==> src/rtl/assert_macros.svh <==
// assertion macros used by the ir code detector core
// no dependencies; included by the files that carry assertions
`ifndef ASSERT_MACROS_SVH
`define ASSERT_MACROS_SVH

// property must hold at every clock edge out of reset
`define ASSERT_ALWAYS(label, clk, rstn, prop) \
    label: assert property (@(posedge clk) disable iff (!(rstn)) (prop)) \
        else $error("assertion failed");

// when cond holds, result must hold in the next clock cycle
`define ASSERT_NEXT(label, clk, rstn, cond, result) \
    label: assert property (@(posedge clk) disable iff (!(rstn)) (cond) |=> (result)) \
        else $error("assertion failed");

`endif

==> src/rtl/ircd_pkg.sv <==
// types, constants and helpers of the ir remote code detector
// no dependencies; imported by every module of the block
package ircd_pkg;

    // receiver phase
    typedef enum logic [1:0] {
        PH_IDLE,
        PH_LEAD_LOW,
        PH_LEAD_HIGH,
        PH_BITS
    } phase_t;

    // configuration register indexes
    localparam int CFG_IDX_W = 2;
    localparam logic [CFG_IDX_W-1:0] CFG_MATCH_CODE = 2'd0;
    localparam logic [CFG_IDX_W-1:0] CFG_LEAD_LOW   = 2'd1;
    localparam logic [CFG_IDX_W-1:0] CFG_LEAD_HIGH  = 2'd2;
    localparam logic [CFG_IDX_W-1:0] CFG_ONE_MIN    = 2'd3;
    localparam int CFG_DATA_W = 32;

    // register reset values
    localparam logic [31:0] MATCH_CODE_RST = 32'h10EF_D827;
    localparam logic [7:0]  LEAD_LOW_RST   = 8'd90;
    localparam logic [7:0]  LEAD_HIGH_RST  = 8'd35;
    localparam logic [7:0]  ONE_MIN_RST    = 8'd12;

    localparam int CODE_W = 32;
    localparam int TICK_W = 8;

    // configuration seen by the decoder
    typedef struct packed {
        logic [CODE_W-1:0] match_code;
        logic [TICK_W-1:0] lead_low_ticks;
        logic [TICK_W-1:0] lead_high_ticks;
        logic [TICK_W-1:0] one_min_ticks;
    } cfg_t;

    // result of one sample
    typedef struct packed {
        logic              frame_done;
        logic              code_match;
        logic [CODE_W-1:0] received_code;
    } result_t;

    // tick counter increment that stops at all ones
    function automatic logic [TICK_W-1:0] sat_inc(input logic [TICK_W-1:0] v);
        sat_inc = (v == {TICK_W{1'b1}}) ? v : v + TICK_W'(1);
    endfunction

endpackage

==> src/rtl/ircd_cfg.sv <==
// configuration registers of the ir remote code detector
// depends on ircd_pkg
module ircd_cfg
    import ircd_pkg::*;
(
    input  logic                  aclk,
    input  logic                  aresetn,
    input  logic                  cfg_wr_en,
    input  logic [CFG_IDX_W-1:0]  cfg_addr,
    input  logic [CFG_DATA_W-1:0] cfg_wdata,
    output cfg_t                  cfg
);

    cfg_t cfg_reg;
    cfg_t cfg_next;

    // register write decode
    always_comb begin
        cfg_next = cfg_reg;
        if (cfg_wr_en) begin
            unique case (cfg_addr)
                CFG_MATCH_CODE: cfg_next.match_code      = cfg_wdata[CODE_W-1:0];
                CFG_LEAD_LOW:   cfg_next.lead_low_ticks  = cfg_wdata[TICK_W-1:0];
                CFG_LEAD_HIGH:  cfg_next.lead_high_ticks = cfg_wdata[TICK_W-1:0];
                CFG_ONE_MIN:    cfg_next.one_min_ticks   = cfg_wdata[TICK_W-1:0];
                default:        cfg_next = cfg_reg;
            endcase
        end
    end

    always_ff @(posedge aclk) begin
        if (!aresetn) begin
            cfg_reg.match_code      <= MATCH_CODE_RST;
            cfg_reg.lead_low_ticks  <= LEAD_LOW_RST;
            cfg_reg.lead_high_ticks <= LEAD_HIGH_RST;
            cfg_reg.one_min_ticks   <= ONE_MIN_RST;
        end else begin
            cfg_reg <= cfg_next;
        end
    end

    assign cfg = cfg_reg;

endmodule

==> src/rtl/ircd_core.sv <==
// leader detection, space timing and word assembly for one line sample
// depends on ircd_pkg and assert_macros.svh
`include "assert_macros.svh"

module ircd_core
    import ircd_pkg::*;
#(
    parameter int FRAME_BITS = 32
) (
    input  logic    aclk,
    input  logic    aresetn,
    input  logic    step_en,
    input  logic    ir_level,
    input  cfg_t    cfg,
    output result_t result
);

    localparam int BI_W = $clog2(FRAME_BITS);

    phase_t                phase_reg, phase_next, phase_lead;
    logic [TICK_W-1:0]     phase_ticks_reg, phase_ticks_next;
    logic [TICK_W-1:0]     space_ticks_reg, space_ticks_next, space_ticks_lead;
    logic                  space_seen_reg, space_seen_next;
    logic [BI_W-1:0]       bit_index_reg, bit_index_next;
    logic [FRAME_BITS-1:0] shift_word_reg, shift_word_next, shift_word_new;
    logic [TICK_W-1:0]     ticks_inc;
    logic                  bit_end;
    logic                  frame_end;
    logic [CODE_W-1:0]     word;

    assign ticks_inc = sat_inc(phase_ticks_reg);

    // leader phase step, before bit reception
    always_comb begin
        phase_lead = phase_reg;
        unique case (phase_reg)
            PH_IDLE: begin
                if (!ir_level) phase_lead = PH_LEAD_LOW;
            end
            PH_LEAD_LOW: begin
                if (ticks_inc > cfg.lead_low_ticks)
                    phase_lead = ir_level ? PH_LEAD_HIGH : PH_IDLE;
            end
            PH_LEAD_HIGH: begin
                if (ticks_inc > cfg.lead_high_ticks)
                    phase_lead = ir_level ? PH_IDLE : PH_BITS;
            end
            PH_BITS: phase_lead = PH_BITS;
            default: phase_lead = PH_IDLE;
        endcase
    end

    // a low sample closes an open space; the last bit ends the frame
    assign bit_end   = (phase_lead == PH_BITS) && !ir_level && space_seen_reg;
    assign frame_end = bit_end && (bit_index_reg == BI_W'(FRAME_BITS - 1));

    // next phase
    always_comb begin
        phase_next = frame_end ? PH_IDLE : phase_lead;
    end

    // counters, shift word and result
    always_comb begin
        phase_ticks_next = ticks_inc;
        space_ticks_lead = space_ticks_reg;
        if (phase_reg == PH_IDLE && !ir_level) begin
            phase_ticks_next = '0;
        end else if (phase_reg == PH_LEAD_LOW && phase_lead == PH_LEAD_HIGH) begin
            phase_ticks_next = '0;
        end else if (phase_reg == PH_LEAD_HIGH && phase_lead == PH_BITS) begin
            space_ticks_lead = '0;
        end

        space_ticks_next = space_ticks_lead;
        space_seen_next  = space_seen_reg;
        bit_index_next   = bit_index_reg;
        shift_word_new   = {shift_word_reg[FRAME_BITS-2:0],
                            (space_ticks_lead >= cfg.one_min_ticks)};
        shift_word_next  = shift_word_reg;
        if (phase_lead == PH_BITS && ir_level) begin
            space_ticks_next = sat_inc(space_ticks_lead);
            space_seen_next  = 1'b1;
        end else if (bit_end) begin
            space_seen_next  = 1'b0;
            space_ticks_next = '0;
            shift_word_next  = shift_word_new;
            bit_index_next   = bit_index_reg + BI_W'(1);
        end

        word = CODE_W'(shift_word_new);
        result.frame_done    = 1'b0;
        result.code_match    = 1'b0;
        result.received_code = '0;
        if (frame_end) begin
            result.frame_done    = 1'b1;
            result.code_match    = (word == cfg.match_code);
            result.received_code = word;
            shift_word_next      = '0;
            bit_index_next       = '0;
        end
    end

    // state registers, updated once per accepted item
    always_ff @(posedge aclk) begin
        if (!aresetn) begin
            phase_reg       <= PH_IDLE;
            phase_ticks_reg <= '0;
            space_ticks_reg <= '0;
            space_seen_reg  <= 1'b0;
            bit_index_reg   <= '0;
            shift_word_reg  <= '0;
        end else if (step_en) begin
            phase_reg       <= phase_next;
            phase_ticks_reg <= phase_ticks_next;
            space_ticks_reg <= space_ticks_next;
            space_seen_reg  <= space_seen_next;
            bit_index_reg   <= bit_index_next;
            shift_word_reg  <= shift_word_next;
        end
    end

    // a completed frame leaves the receiver idle with an empty bit count
    `ASSERT_NEXT(a_frame_end_idle, aclk, aresetn, step_en && result.frame_done, phase_reg == PH_IDLE && bit_index_reg == '0)
    // no space is open outside bit reception
    `ASSERT_ALWAYS(a_space_only_in_bits, aclk, aresetn, phase_reg == PH_BITS || !space_seen_reg)
    // bits are only counted while receiving
    `ASSERT_ALWAYS(a_bits_only_in_bits, aclk, aresetn, phase_reg == PH_BITS || bit_index_reg == '0)

endmodule

==> src/rtl/ir_remote_code_detector.sv <==
// top level of the ir remote code detector: stream ports and result register
// depends on ircd_pkg, ircd_cfg and ircd_core
//
// One input item is one sample of the demodulated IR line (a 0.1 ms tick);
// every accepted item yields exactly one result item. A frame is a long low
// leader, a high gap, then FRAME_BITS pulse-distance bits whose high spaces
// are timed against one_min_ticks; on the sample that closes the last space
// the result carries frame_done, the assembled word (first bit in the MSB)
// and its comparison with match_code. The block takes one item per clock
// while the result register is empty or being drained, and a result appears
// in the cycle after its item is taken: the whole decode step is one update
// of the receiver state, followed by a single output register. A new item is
// taken in the same clock as the previous result is taken; while a result
// waits, s_tready stays low. Write configuration only while no item is in flight.
module ir_remote_code_detector
    import ircd_pkg::*;
#(
    parameter int FRAME_BITS = 32
) (
    input  logic                  aclk,
    input  logic                  aresetn,
    // configuration write port
    input  logic                  cfg_wr_en,
    input  logic [CFG_IDX_W-1:0]  cfg_addr,
    input  logic [CFG_DATA_W-1:0] cfg_wdata,
    // line samples
    input  logic                  s_tvalid,
    output logic                  s_tready,
    input  logic [7:0]            s_tdata,   // [0] ir_level, [7:1] zero
    // results
    output logic                  m_tvalid,
    input  logic                  m_tready,
    output logic [CODE_W-1:0]     m_tdata,   // [31:0] received_code
    output logic [1:0]            m_tuser    // [0] frame_done, [1] code_match
);

    cfg_t    cfg;
    result_t result;
    result_t result_reg;
    logic    m_valid_reg, m_valid_next;
    logic    step_en;

    ircd_cfg u_cfg (
        .aclk      (aclk),
        .aresetn   (aresetn),
        .cfg_wr_en (cfg_wr_en),
        .cfg_addr  (cfg_addr),
        .cfg_wdata (cfg_wdata),
        .cfg       (cfg)
    );

    // accept while the result register is empty or being drained
    assign s_tready = !m_valid_reg || m_tready;
    assign step_en  = s_tvalid && s_tready;

    ircd_core #(
        .FRAME_BITS (FRAME_BITS)
    ) u_core (
        .aclk     (aclk),
        .aresetn  (aresetn),
        .step_en  (step_en),
        .ir_level (s_tdata[0]),
        .cfg      (cfg),
        .result   (result)
    );

    // result register valid
    always_comb begin
        m_valid_next = m_valid_reg;
        if (step_en)       m_valid_next = 1'b1;
        else if (m_tready) m_valid_next = 1'b0;
    end

    always_ff @(posedge aclk) begin
        if (!aresetn) begin
            m_valid_reg <= 1'b0;
        end else begin
            m_valid_reg <= m_valid_next;
        end
    end

    // result payload
    always_ff @(posedge aclk) begin
        if (step_en) result_reg <= result;
    end

    assign m_tvalid = m_valid_reg;
    assign m_tdata  = result_reg.received_code;
    assign m_tuser  = {result_reg.code_match, result_reg.frame_done};

endmodule

==> config.mk <==
export PLATFORM = sky130hd
export DESIGN_NAME = ir_remote_code_detector
export DESIGN_NICKNAME = d
export VERILOG_FILES = /design/src/rtl/ircd_pkg.sv /design/src/rtl/ircd_cfg.sv /design/src/rtl/ircd_core.sv /design/src/rtl/ir_remote_code_detector.sv
export VERILOG_INCLUDE_DIRS = /design/src /design/src/rtl
export SDC_FILE = /design/constraint.sdc
export NUM_CORES = 1
export LEC_CHECK = 0
export BUFFER_PORTS_ARGS = -buffer_cell sky130_fd_sc_hd__buf_2
export CAP_MARGIN = 0
export CORE_AREA = 2 2 153 110
export CTS_BUF_LIST = sky130_fd_sc_hd__clkbuf_8
export CTS_CLUSTER_DIAMETER = 200
export CTS_CLUSTER_SIZE = 24
export DETAILED_ROUTE_END_ITERATION = 10
export DIE_AREA = 0 0 155 112
export PLACE_DENSITY = 0.75
export SLEW_MARGIN = 10
export SYNTH_ARGS = -nofsm -noshare
export SYNTH_HDL_FRONTEND = slang
export SYNTH_SLANG_ARGS = --single-unit
==> constraint.sdc <==
create_clock -name aclk -period 5.6 [get_ports aclk]
set_input_delay 0.84 -clock aclk [delete_from_list [all_inputs] [get_ports aclk]]
set_output_delay 0.84 -clock aclk [all_outputs]
set_load 0.02 [all_outputs]
[After elaboration in Yosys (flattened, before gate mapping)]
Cells that the tools add are included.
Word-level totals
  register bits: 146
  input port bits: 47
  output and inout port bits: 36
  word-level logic and storage cells: 82
Cells by class
  $add $sub $neg: 3
  order comparisons: 3
  eq/ne operators: 13
  muxes and demuxes: 27
  reductions and logical operators: 22
Operators with widths (number)
  31-bit 2-to-1 mux: 3
  8-bit 2-to-1 mux: 9
  34-bit 2-to-1 mux: 1
  32-bit equality test: 1
  8-bit by 1-bit adder with 8-bit output, second input constant: 2
  8-bit equality test, second input constant: 2
  8-bit > comparator: 2
  5-bit 2-to-1 mux: 3
  2-bit equality test, second input constant: 6
  2-bit 2-to-1 mux: 6
  2-bit AND reduction: 5
  8-bit >= comparator: 1
  1-bit logical AND: 8
  2-bit case mux with 4 select lines: 1
  2-bit nonzero test: 3
  5-bit by 1-bit adder with 5-bit output, second input constant: 1
  5-bit equality test, second input constant: 1
  2-bit by 1-bit equality test with 1-bit output, second input constant: 2
  2-bit logical NOT: 2
  1-bit 2-to-1 mux: 4
  3-bit AND reduction: 1
  1-bit logical NOT: 2
  2-bit by 1-bit inequality test with 1-bit output, second input constant: 1
  1-bit logical OR: 1

[Depth between registers and ports, before layout]
Gate-level depths: netlist (run 1).
  word-level depth: 14
  mapped depth: 18
  gate-level depth less buffers: 18

[Hierarchy]
From an unflattened synthesis (run 1), not the netlist that was laid out.
Unflattened totals
  cells, all modules: 727
  area total of the unflattened synthesis: 7267.0 um^2
Modules (own cells, without submodules)
  ircd_core: instances 1, cells an instance 459, area each 3903.7 um^2, seq. area each 1101.1 um^2
  ircd_cfg: instances 1, cells an instance 229, area each 2284.7 um^2, seq. area each 1121.1 um^2
  ir_remote_code_detector: instances 1, cells an instance 39, area each 1078.5 um^2, seq. area each 1041.0 um^2

[Worst setup path after synthesis (run 1)]
Ideal clock, no wire load.
  kind: reg-to-reg
  start point: register u_core.phase_ticks_reg[0]
  end point: register result_reg, in the netlist m_tuser[1], data pin
  library setup time: 0.255 ns
  arrival: 4.121 ns
  required time: 5.345 ns
  setup slack: 1.224 ns
  stages on the path, launching flop included: 18
  path buffers: 0
  period minus slack after synthesis: 4.376 ns
  cell sequence: dfxtp_1 -> ha_1 -> and4_1 -> nand4_1 -> mux2_2 -> ha_1 -> nor2b_1 -> o211ai_1 -> a21oi_1 -> o22ai_1 -> nand3b_1 -> and2_1 -> ha_1 -> a211o_1 -> o32a_1 -> nand2_1 -> xor2_1 -> and3_1
On the way
  longest elaborated chain between the ends: 12
  elaborated cells on any way between the ends: 20
  classes of those cells: add/sub (1); order compare (3); eq/ne (4); mux (7); reduce/logical (5)
Ends and longest elaborated chain
  start: declaration: line ircd_core.sv:21  | logic [TICK_W-1:0] phase_ticks_reg, phase_ticks_next;
  start signal: assignment: line ircd_core.sv:114  | phase_ticks_reg <= phase_ticks_next;
  8-bit by 1-bit adder with 8-bit output / 8-bit equality test (equally long branches): line ircd_pkg.sv:47  | sat_inc = (v == {TICK_W{1'b1}}) ? v : v + TICK_W'(1);
  8-bit 2-to-1 mux *: line ircd_pkg.sv:47
  8-bit > comparator, on equally long branches: line ircd_core.sv:45, ircd_core.sv:41
  2-bit 2-to-1 mux, on equally long branches: line ircd_core.sv:45, ircd_core.sv:41
  2-bit case mux with 4 select lines *: line ircd_core.sv:36  | unique case (phase_reg)
  2-bit equality test: line ircd_core.sv:54, ircd_core.sv:70
  1-bit logical AND: line ircd_core.sv:70  | end else if (phase_reg == PH_LEAD_HIGH && phase_lead == PH_BITS) begin
  8-bit 2-to-1 mux: line ircd_core.sv:70
  8-bit 2-to-1 mux: line ircd_core.sv:68  | end else if (phase_reg == PH_LEAD_LOW && phase_lead == PH_LEAD_HIGH) begin
  8-bit 2-to-1 mux: line ircd_core.sv:66  | if (phase_reg == PH_IDLE && !ir_level) begin
  8-bit >= comparator: line ircd_core.sv:78  | (space_ticks_lead >= cfg.one_min_ticks)};
  32-bit equality test: line ircd_core.sv:96  | result.code_match = (word == cfg.match_code);
  end signal: assignment: line ir_remote_code_detector.sv:84  | if (step_en) result_reg <= result;
  end: declaration: line ir_remote_code_detector.sv:39  | result_t result_reg;
Mark *: on every way between the ends. The rest lies on a longest branch, timed or not.
A chain may end at the register's enable or synchronous reset.

[Final worst setup path (run 1)]
  start point: register u_core.phase_ticks_reg[0]
  end point: register u_core.space_ticks_reg[5]
On the way
  longest elaborated chain between the ends: 13
  elaborated cells on any way between the ends: 23
  classes of those cells: add/sub (2); order compare (2); eq/ne (4); mux (10); reduce/logical (5)
Ends and longest elaborated chain
  8-bit by 1-bit adder with 8-bit output / 8-bit equality test (equally long branches): line ircd_pkg.sv:47
  8-bit 2-to-1 mux *: line ircd_pkg.sv:47
  8-bit > comparator, on equally long branches: line ircd_core.sv:45, ircd_core.sv:41
  2-bit 2-to-1 mux, on equally long branches: line ircd_core.sv:45, ircd_core.sv:41
  2-bit case mux with 4 select lines *: line ircd_core.sv:36
  2-bit equality test: line ircd_core.sv:54, ircd_core.sv:70, ircd_core.sv:80
  1-bit logical AND: line ircd_core.sv:70
  8-bit 2-to-1 mux: line ircd_core.sv:70
  8-bit 2-to-1 mux: line ircd_core.sv:68
  8-bit 2-to-1 mux: line ircd_core.sv:66
  8-bit by 1-bit adder with 8-bit output / 8-bit equality test (equally long branches): line ircd_pkg.sv:47
  8-bit 2-to-1 mux: line ircd_pkg.sv:47
  8-bit 2-to-1 mux *: line ircd_core.sv:80  | if (phase_lead == PH_BITS && ir_level) begin
  end signal: assignment: line ircd_core.sv:115  | space_ticks_reg <= space_ticks_next;
  end: declaration: line ircd_core.sv:22  | logic [TICK_W-1:0] space_ticks_reg, space_ticks_next, space_ticks_lead;
Marks and branches as above.

==> metrics.txt, run 1 <==
GR Util met2=between 20% and 30%; CP cell instances=ha_1 > and4_1 > nand4_1 > mux2_2 > ha_1 > nor2b_1 > o211ai_1 > a21oi_1 > o22ai_1 > nand3b_1 > and2_1 > ha_1 > nand3_1 > o21ai_0 > or3_1 > nor3_1 > a21oi_1 > a21boi_0; FMAX=roughly 190 MHz; Leak=3.08 nW; chip width=155 µm; final net count=911; DRC=0; drt pass-1 iters=5; synthesis-to-layout area growth=13.1%; number of flip-flops in the largest register=56; Die Ht=112 µm; r2r setup slk=0.43 ns; Crit. End Element=register; ys flop type=dfxtp_1; Final Util=roughly 50%; max cap viols=0; total congestion overflow=0; Cell Count, Final, Fillers Out=about 1.1k; CTS sink cnt=146; GR Layer Usage met3=4.44%; Row Count=39; # diodes=0; Syn Area/Cell=9.13 µm²; Syn Inst Count=774; # IOs=between 80 and 90; Tcrit/Tclk final=92.3%; multi-input logic area=0.00353 mm²; cell repeated most along the worst path=ha_1; share of cells above drive strength 1=15.4%; fillcell total=~1.5k; EDFF count, synth=34; M1 GR Usage=just under 30%; Max transition margin=33.2%; critical path type=reg -> reg; post-synthesis compound-gate area fraction=14.6%; hold path endpoint=u_core.bit_index_reg[4]$_SDFFE_PN0P_; power density cells=269 mW/mm²; hold wc startpoint=u_core.bit_index_reg[4]$_SDFFE_PN0P_; CP delay by family, top=compound AO/OA/AOI/OAI gates; DR WL/cell=~15 µm; global-route wire length before repair=about 26000 µm; clk buf depth=2; CTS tree=yes; 1st-iter DRT viols=566; Post-CTS Setup Bufs=0; post-synthesis simple-gate area fraction=25.2%; min Tclk post-route=5.17 ns; RSZ-0062 raised after global routing=false; Starting Density=44.3%; total power draw=2.15 mW; GRT Total Usage=18.9%; initial antenna violation count=0; post-synthesis adder-cell area fraction=about 5%; CTS H-Tree Depth=4; hold path cells=2; setup_tns=0 ns; root buf cell=clkbuf_8; worst-margin pin slew=0.993 ns; FF+latch area=approximately 0.0033 mm²; worst path required time=a little under 6 ns; dpl cell area=~0.0076 mm²; synth unique cells=54; Crit path arrival time=~5.5 ns; post-synth top area cell=dfxtp_1; Reg2Reg Capture Point=u_core.space_ticks_reg[5]$_SDFFE_PN0P_; post-synthesis net count=849; R2R cell count=18; vias in the first global route=5018; synthesized cell area=around 0.0071 mm²; Placed Cells=~1.0k; Resize count post-CTS=0; asr flop ratio synth=0%; Worst VDD drop=0.159 mV; Synth area leaders=dfxtp_1, edfxtp_1, nand2_1, ha_1, a21boi_0; Startpoint Class=register; mux contribution to synthesized area=0.319%; CP max FO=9; FF+latch count, synth=146; Core ar.=around 0.016 mm²; clock skew=0.0115 ns; Reg-to-Reg Start=u_core.phase_ticks_reg[0]$_SDFFE_PN0P_; Crit path buffers/inverters=0; Synth Area in XOR/XNOR=~4.7%; HP Class=reg -> reg; Seq/Total Area, Yosys=46.2%; largest net degree at the start of global routing=74; CTS buffer count=17; Critical Path Slowest Stage Cell=o21ai_0; Die Area=0.0174 mm²; share of the synthesized area in the top cell type=31.7%; largest family of logic cells by synthesized area=simple AND/OR/NAND/NOR gates; Hold Violations, Final=0; final WL=15800 µm; port bufs=75; Clock transition at path regs=0.09 ns; cts hold-fix bufs=0; grt peak-use layer=met1; GP Congestion=0.837; Final setup violation count=0; Design Area, Final=between 0.007 and 0.008 mm²; Max Slew Vio Count=0; average via count per standard cell=approximately 5.3; Yosys Warn Count=0; worst setup path startpoint=u_core.phase_ticks_reg[0]$_SDFFE_PN0P_; Clock Latency Late Sink=~0.46 ns; Max stage delay on crit path=between 0.5 and 0.6 ns; HPWL after DPL=11000 µm; status=complete, no violations; Vias=5632; Detail Route Antenna Nets=0
[per-layer routing]
metal / part of all wire, % / vias to the layer above / wire length (µm)
met1: 52 / 2633 / 8240
met3: 6.5 / 16 / 1030
met4: 1.1 / 0 / 177
met5: 0 / - / 0
li1: - / 2823 / -
met2: 40 / 160 / 6380
[worst max path at each step]
stage | endpoint | depth (start not counted) | slack [ns]
floorplan | m_tuser[1]$_SDFFCE_PN0P_ | 17 | 1.22
global placement | u_core.space_ticks_reg[5]$_SDFFE_PN0P_ | 18 | 0.65
detailed placement | u_core.space_ticks_reg[5]$_SDFFE_PN0P_ | 18 | 0.55
CTS | u_core.space_ticks_reg[5]$_SDFFE_PN0P_ | 18 | 0.52
global route | u_core.space_ticks_reg[5]$_SDFFE_PN0P_ | 18 | 0.003
finish | u_core.space_ticks_reg[5]$_SDFFE_PN0P_ | 18 | 0.43
[where the power goes]
group | switching (mW) | leakage, nW | internal, mW
Combinational | 0.104 | 1.64 | 0.0594
Sequential | 0.0156 | 1.25 | 1.11
Clock | 0.454 | 0.198 | 0.409
Total | 0.573 | 3.08 | 1.57
[kinds of logic after synthesis]
kind of cell	after synthesis
compound gates	148
flops	146
buf+inv	66
mux	2
xor+xnor	38
fa+ha+maj	28
simple gates	346
[through the flow]
step,setup WS (ns),hold slack [ns]
5_1_grt,0.00289,0.490
2_1_floorplan,1.22,0.435
4_1_cts,0.522,0.465
3_3_place_gp,0.654,0.442
6_report,0.429,0.459
3_5_place_dp,0.553,0.453
[cells in the final DEF (no fill, tap or decap), types with 8 or more instances in the layout]
master / instances
nand2_1: 158
dfxtp_1: 112
buf_2: 75
and2_1: 40
nand3_1: 36
a21boi_0: 36
a21boi_1: 36
edfxtp_1: 34
or3b_1: 28
ha_1: 28
inv_1: 25
a21oi_1: 23
xor2_1: 23
nor2_1: 20
clkbuf_8: 17
xnor2_1: 15
o21ai_0: 14
o211ai_1: 11
nand4_1: 10
nor3_1: 10
nor4_1: 8
buf_4: 8
[worst reg2reg max path, stage by stage, from the launching register on]
cell and delay, ns:
dfxtp_1 0.44, ha_1 0.32, and4_1 0.30, nand4_1 0.28, mux2_2 0.38, ha_1 0.29, nor2b_1 0.13, o211ai_1 0.38
a21oi_1 0.22, o22ai_1 0.33, nand3b_1 0.31, and2_1 0.20, ha_1 0.23, nand3_1 0.19, o21ai_0 0.56, or3_1 0.22
nor3_1 0.06, a21oi_1 0.13, a21boi_0 0.09
[cell type report]
| type | instances | area share [%] |
|---|---|---|
| clock inverter | 15 | 2.19 |
| tap | 205 | 3.21 |
| sequential | 146 | 40.8 |
| multi-input combinational | 562 | 44.2 |
| inverter | 26 | 1.22 |
| timing repair buffer | 83 | 5.45 |
| clock buffer | 17 | 2.93 |
[cell usage after synthesis, types with 8 or more instances]
cell      instances
nor4_1            8
clkbuf_1         31
xor2_1           23
xnor2_1          15
edfxtp_1         34
nand3_1          36
nand2_1         158
a21boi_0         36
nor2_1           20
a21boi_1         36
nand4_1          10
or3b_1           28
o211ai_1         11
a21oi_1          24
inv_1            26
ha_1             28
dfxtp_1         112
and2_1           40
o21ai_0          14
nor3_1           10
No activity file was read; power rests on OpenSTA's default activity.
==> inputs of run 2 (changes only) <==
ABC_CLOCK_PERIOD_IN_PS = 5600   (was unset)
REMOVE_ABC_BUFFERS = 1   (was unset)
==> run 2 against run 1 <==
Utilization increased by 0.11 points. Count of clock-buffer cells in the layout increased by 1. First-iteration DRC count decreased by 9.7%. Hold slack improved by 0.0062 ns. Clock power about the same. Non-clock buffer count increased by 2. Maximum frequency increased by 2.8%. Largest power group unchanged.
==> metrics.txt, run 2 (synthesized netlist as in run 1, its figures left out) <==
status=complete, no violations (unchanged); DRC=0 (unchanged); total power draw=2.15 mW (about the same); commonest non-fill, non-tap cell in the layout=nand2_1 (unchanged); Leak=3.10 nW (was 3.08 nW); power density cells=269 mW/mm² (about the same); # diodes=0 (unchanged); global-route wire length before repair=26500 µm (was 26200 µm); average via count per standard cell=5.32 (was 5.34); max cap viols=0 (unchanged); Tcrit/Tclk final=89.8% (was 92.3%); vias in the first global route=5162 (was 5018); dpl cell area=0.00757 mm² (was 0.00758 mm²); Starting Density=44.3% (unchanged); CTS H-Tree Depth=4 (unchanged); CP cell instances=ha_1 > and4_1 > nand4_1 > mux2_2 > ha_1 > nor2b_1 > o211ai_1 > a21oi_1 > o22ai_1 > nand3b_1 > and2_1 > ha_1 > a211o_1 > o32a_1 > nand2_1 > xor2_1 > and3_1 (was ha_1 > and4_1 > nand4_1 > mux2_2 > ha_1 > nor2b_1 > o211ai_1 > a21oi_1 > o22ai_1 > nand3b_1 > and2_1 > ha_1 > nand3_1 > o21ai_0 > or3_1 > nor3_1 > a21oi_1 > a21boi_0); hold wc startpoint=u_cfg.cfg[7]$_SDFFE_PN0P_ (was u_core.bit_index_reg[4]$_SDFFE_PN0P_); Core ar.=0.0160 mm² (unchanged); synthesis-to-layout area growth=13.4% (was 13.1%); critical path type=reg -> reg (unchanged); final net count=913 (was 911); chip width=155 µm (unchanged); worst path required time=5.82 ns (was 5.95 ns); min Tclk post-route=5.03 ns (was 5.17 ns); Max transition margin=25.7% (was 33.2%); Final setup violation count=0 (unchanged); number of flip-flops in the largest register=56 (unchanged); CTS tree=yes (unchanged); largest net degree at the start of global routing=74 (unchanged); 1st-iter DRT viols=511 (was 566); Reg-to-Reg Start=u_core.phase_ticks_reg[0]$_SDFFE_PN0P_ (unchanged); Die Ht=112 µm (unchanged); Critical Path Slowest Stage Cell=dfxtp_1 (was o21ai_0); Clock Latency Late Sink=0.46 ns (about the same); Vias=5619 (was 5632); GRT Total Usage=19.5% (was 18.9%); Worst VDD drop=0.108 mV (was 0.159 mV); CTS buffer count=17 (unchanged); Clock transition at path regs=0.08 ns (was 0.09 ns); Row Count=39 (unchanged); Design Area, Final=0.00801 mm² (was 0.00799 mm²); total congestion overflow=0 (unchanged); HP Class=reg -> reg (unchanged); setup_tns=0 ns (unchanged); worst-margin pin slew=1.10 ns (was 0.993 ns); Crit path arrival time=5.25 ns (was 5.52 ns); worst setup path startpoint=u_core.phase_ticks_reg[0]$_SDFFE_PN0P_ (unchanged); final WL=16300 µm (was 15800 µm); port bufs=75 (unchanged); cell repeated most along the worst path=ha_1 (unchanged); Hold Violations, Final=0 (unchanged); clock skew=0.0112 ns (was 0.0115 ns); CP max FO=9 (unchanged); commonest cells after routing, fill and taps aside=nand2_1, dfxtp_1, buf_2 (unchanged); GP Congestion=0.882 (was 0.837); RSZ-0062 raised after global routing=false (unchanged); Detail Route Antenna Nets=0 (unchanged); Die Area=0.0174 mm² (unchanged); clk buf depth=2 (unchanged); HPWL after DPL=11100 µm (was 11000 µm); root buf cell=clkbuf_8 (unchanged); DR WL/cell=15.4 µm (was 15.0 µm); initial antenna violation count=0 (unchanged); share of cells above drive strength 1=15.5% (was 15.4%); FMAX=199 MHz (was 193 MHz); CTS sink cnt=146 (unchanged); drt pass-1 iters=5 (unchanged); Crit. End Element=register (unchanged); cts hold-fix bufs=0 (unchanged); # IOs=83 (unchanged); Max stage delay on crit path=0.44 ns (was 0.56 ns); Startpoint Class=register (unchanged); Max Slew Vio Count=0 (unchanged)
[run 2: metal layers]
layer  up-vias  track usage [%]  routed length, µm
li1       2814                -                  -
met1      2625             29.1               8360
met2       163             27.3               6730
met3        17             5.64               1010
met4         0             5.43                159
met5         -                0                  0
[run 2: through the flow]
step                setup WS, ns  hold WS [ns]  utilization, %  instances
global placement           0.542         0.445            47.4       1020
global route               0.157         0.485            50.2       1056
floorplan                   1.22         0.435               -        734
finish                     0.569         0.465            50.2       1056
CTS                        0.390         0.468            50.0       1052
detailed placement         0.435         0.458            47.4       1020
[run 2: final timing paths]
kind / end / slack [ns] / cells after the start
min: u_cfg.cfg[7]$_SDFFE_PN0P_ / 0.46 / 2
max: m_tuser[1]$_SDFFCE_PN0P_ / 0.57 / 17
min reg2reg: u_cfg.cfg[7]$_SDFFE_PN0P_ / 0.46 / 2
max reg2reg: m_tuser[1]$_SDFFCE_PN0P_ / 0.57 / 17
[run 2: worst max-delay path: cells and delay by family, from the launching register on]
| kind | cells | cell delay [ns] |
|---|---|---|
| AOI/OAI and AO/OA | 5 | 1.34 |
| xor gates and xnor gates | 1 | 0.07 |
| adders and majority gates | 3 | 0.90 |
| DFF | 1 | 0.44 |
| muxes | 1 | 0.41 |
| and+or+nand+nor | 7 | 1.62 |
[run 2: power by group]
part	switching [mW]	leakage [nW]	total, mW	internal [mW]
sequential	0.0164	1.25	1.12	1.11
combinational	0.106	1.65	0.164	0.0588
clock	0.416	0.204	0.866	0.450
total	0.537	3.10	2.15	1.62
[run 2: area by class of cell]
class                   instances  area (µm²)
fillers                      1486        7950
multi-input cells             562        3530
flip-flops and latches        146        3260
repair buffers                 85         450
well taps                     205         256
clock buffers                  18         248
clock inverters                14         164
inverters                      26        97.6
[run 2: repair_timing]
item / 4_1_cts / 5_1_grt
endpoints found under the setup margin: 0 / 2
resized for setup: 0 / 1
buffers inserted: 0 / 4
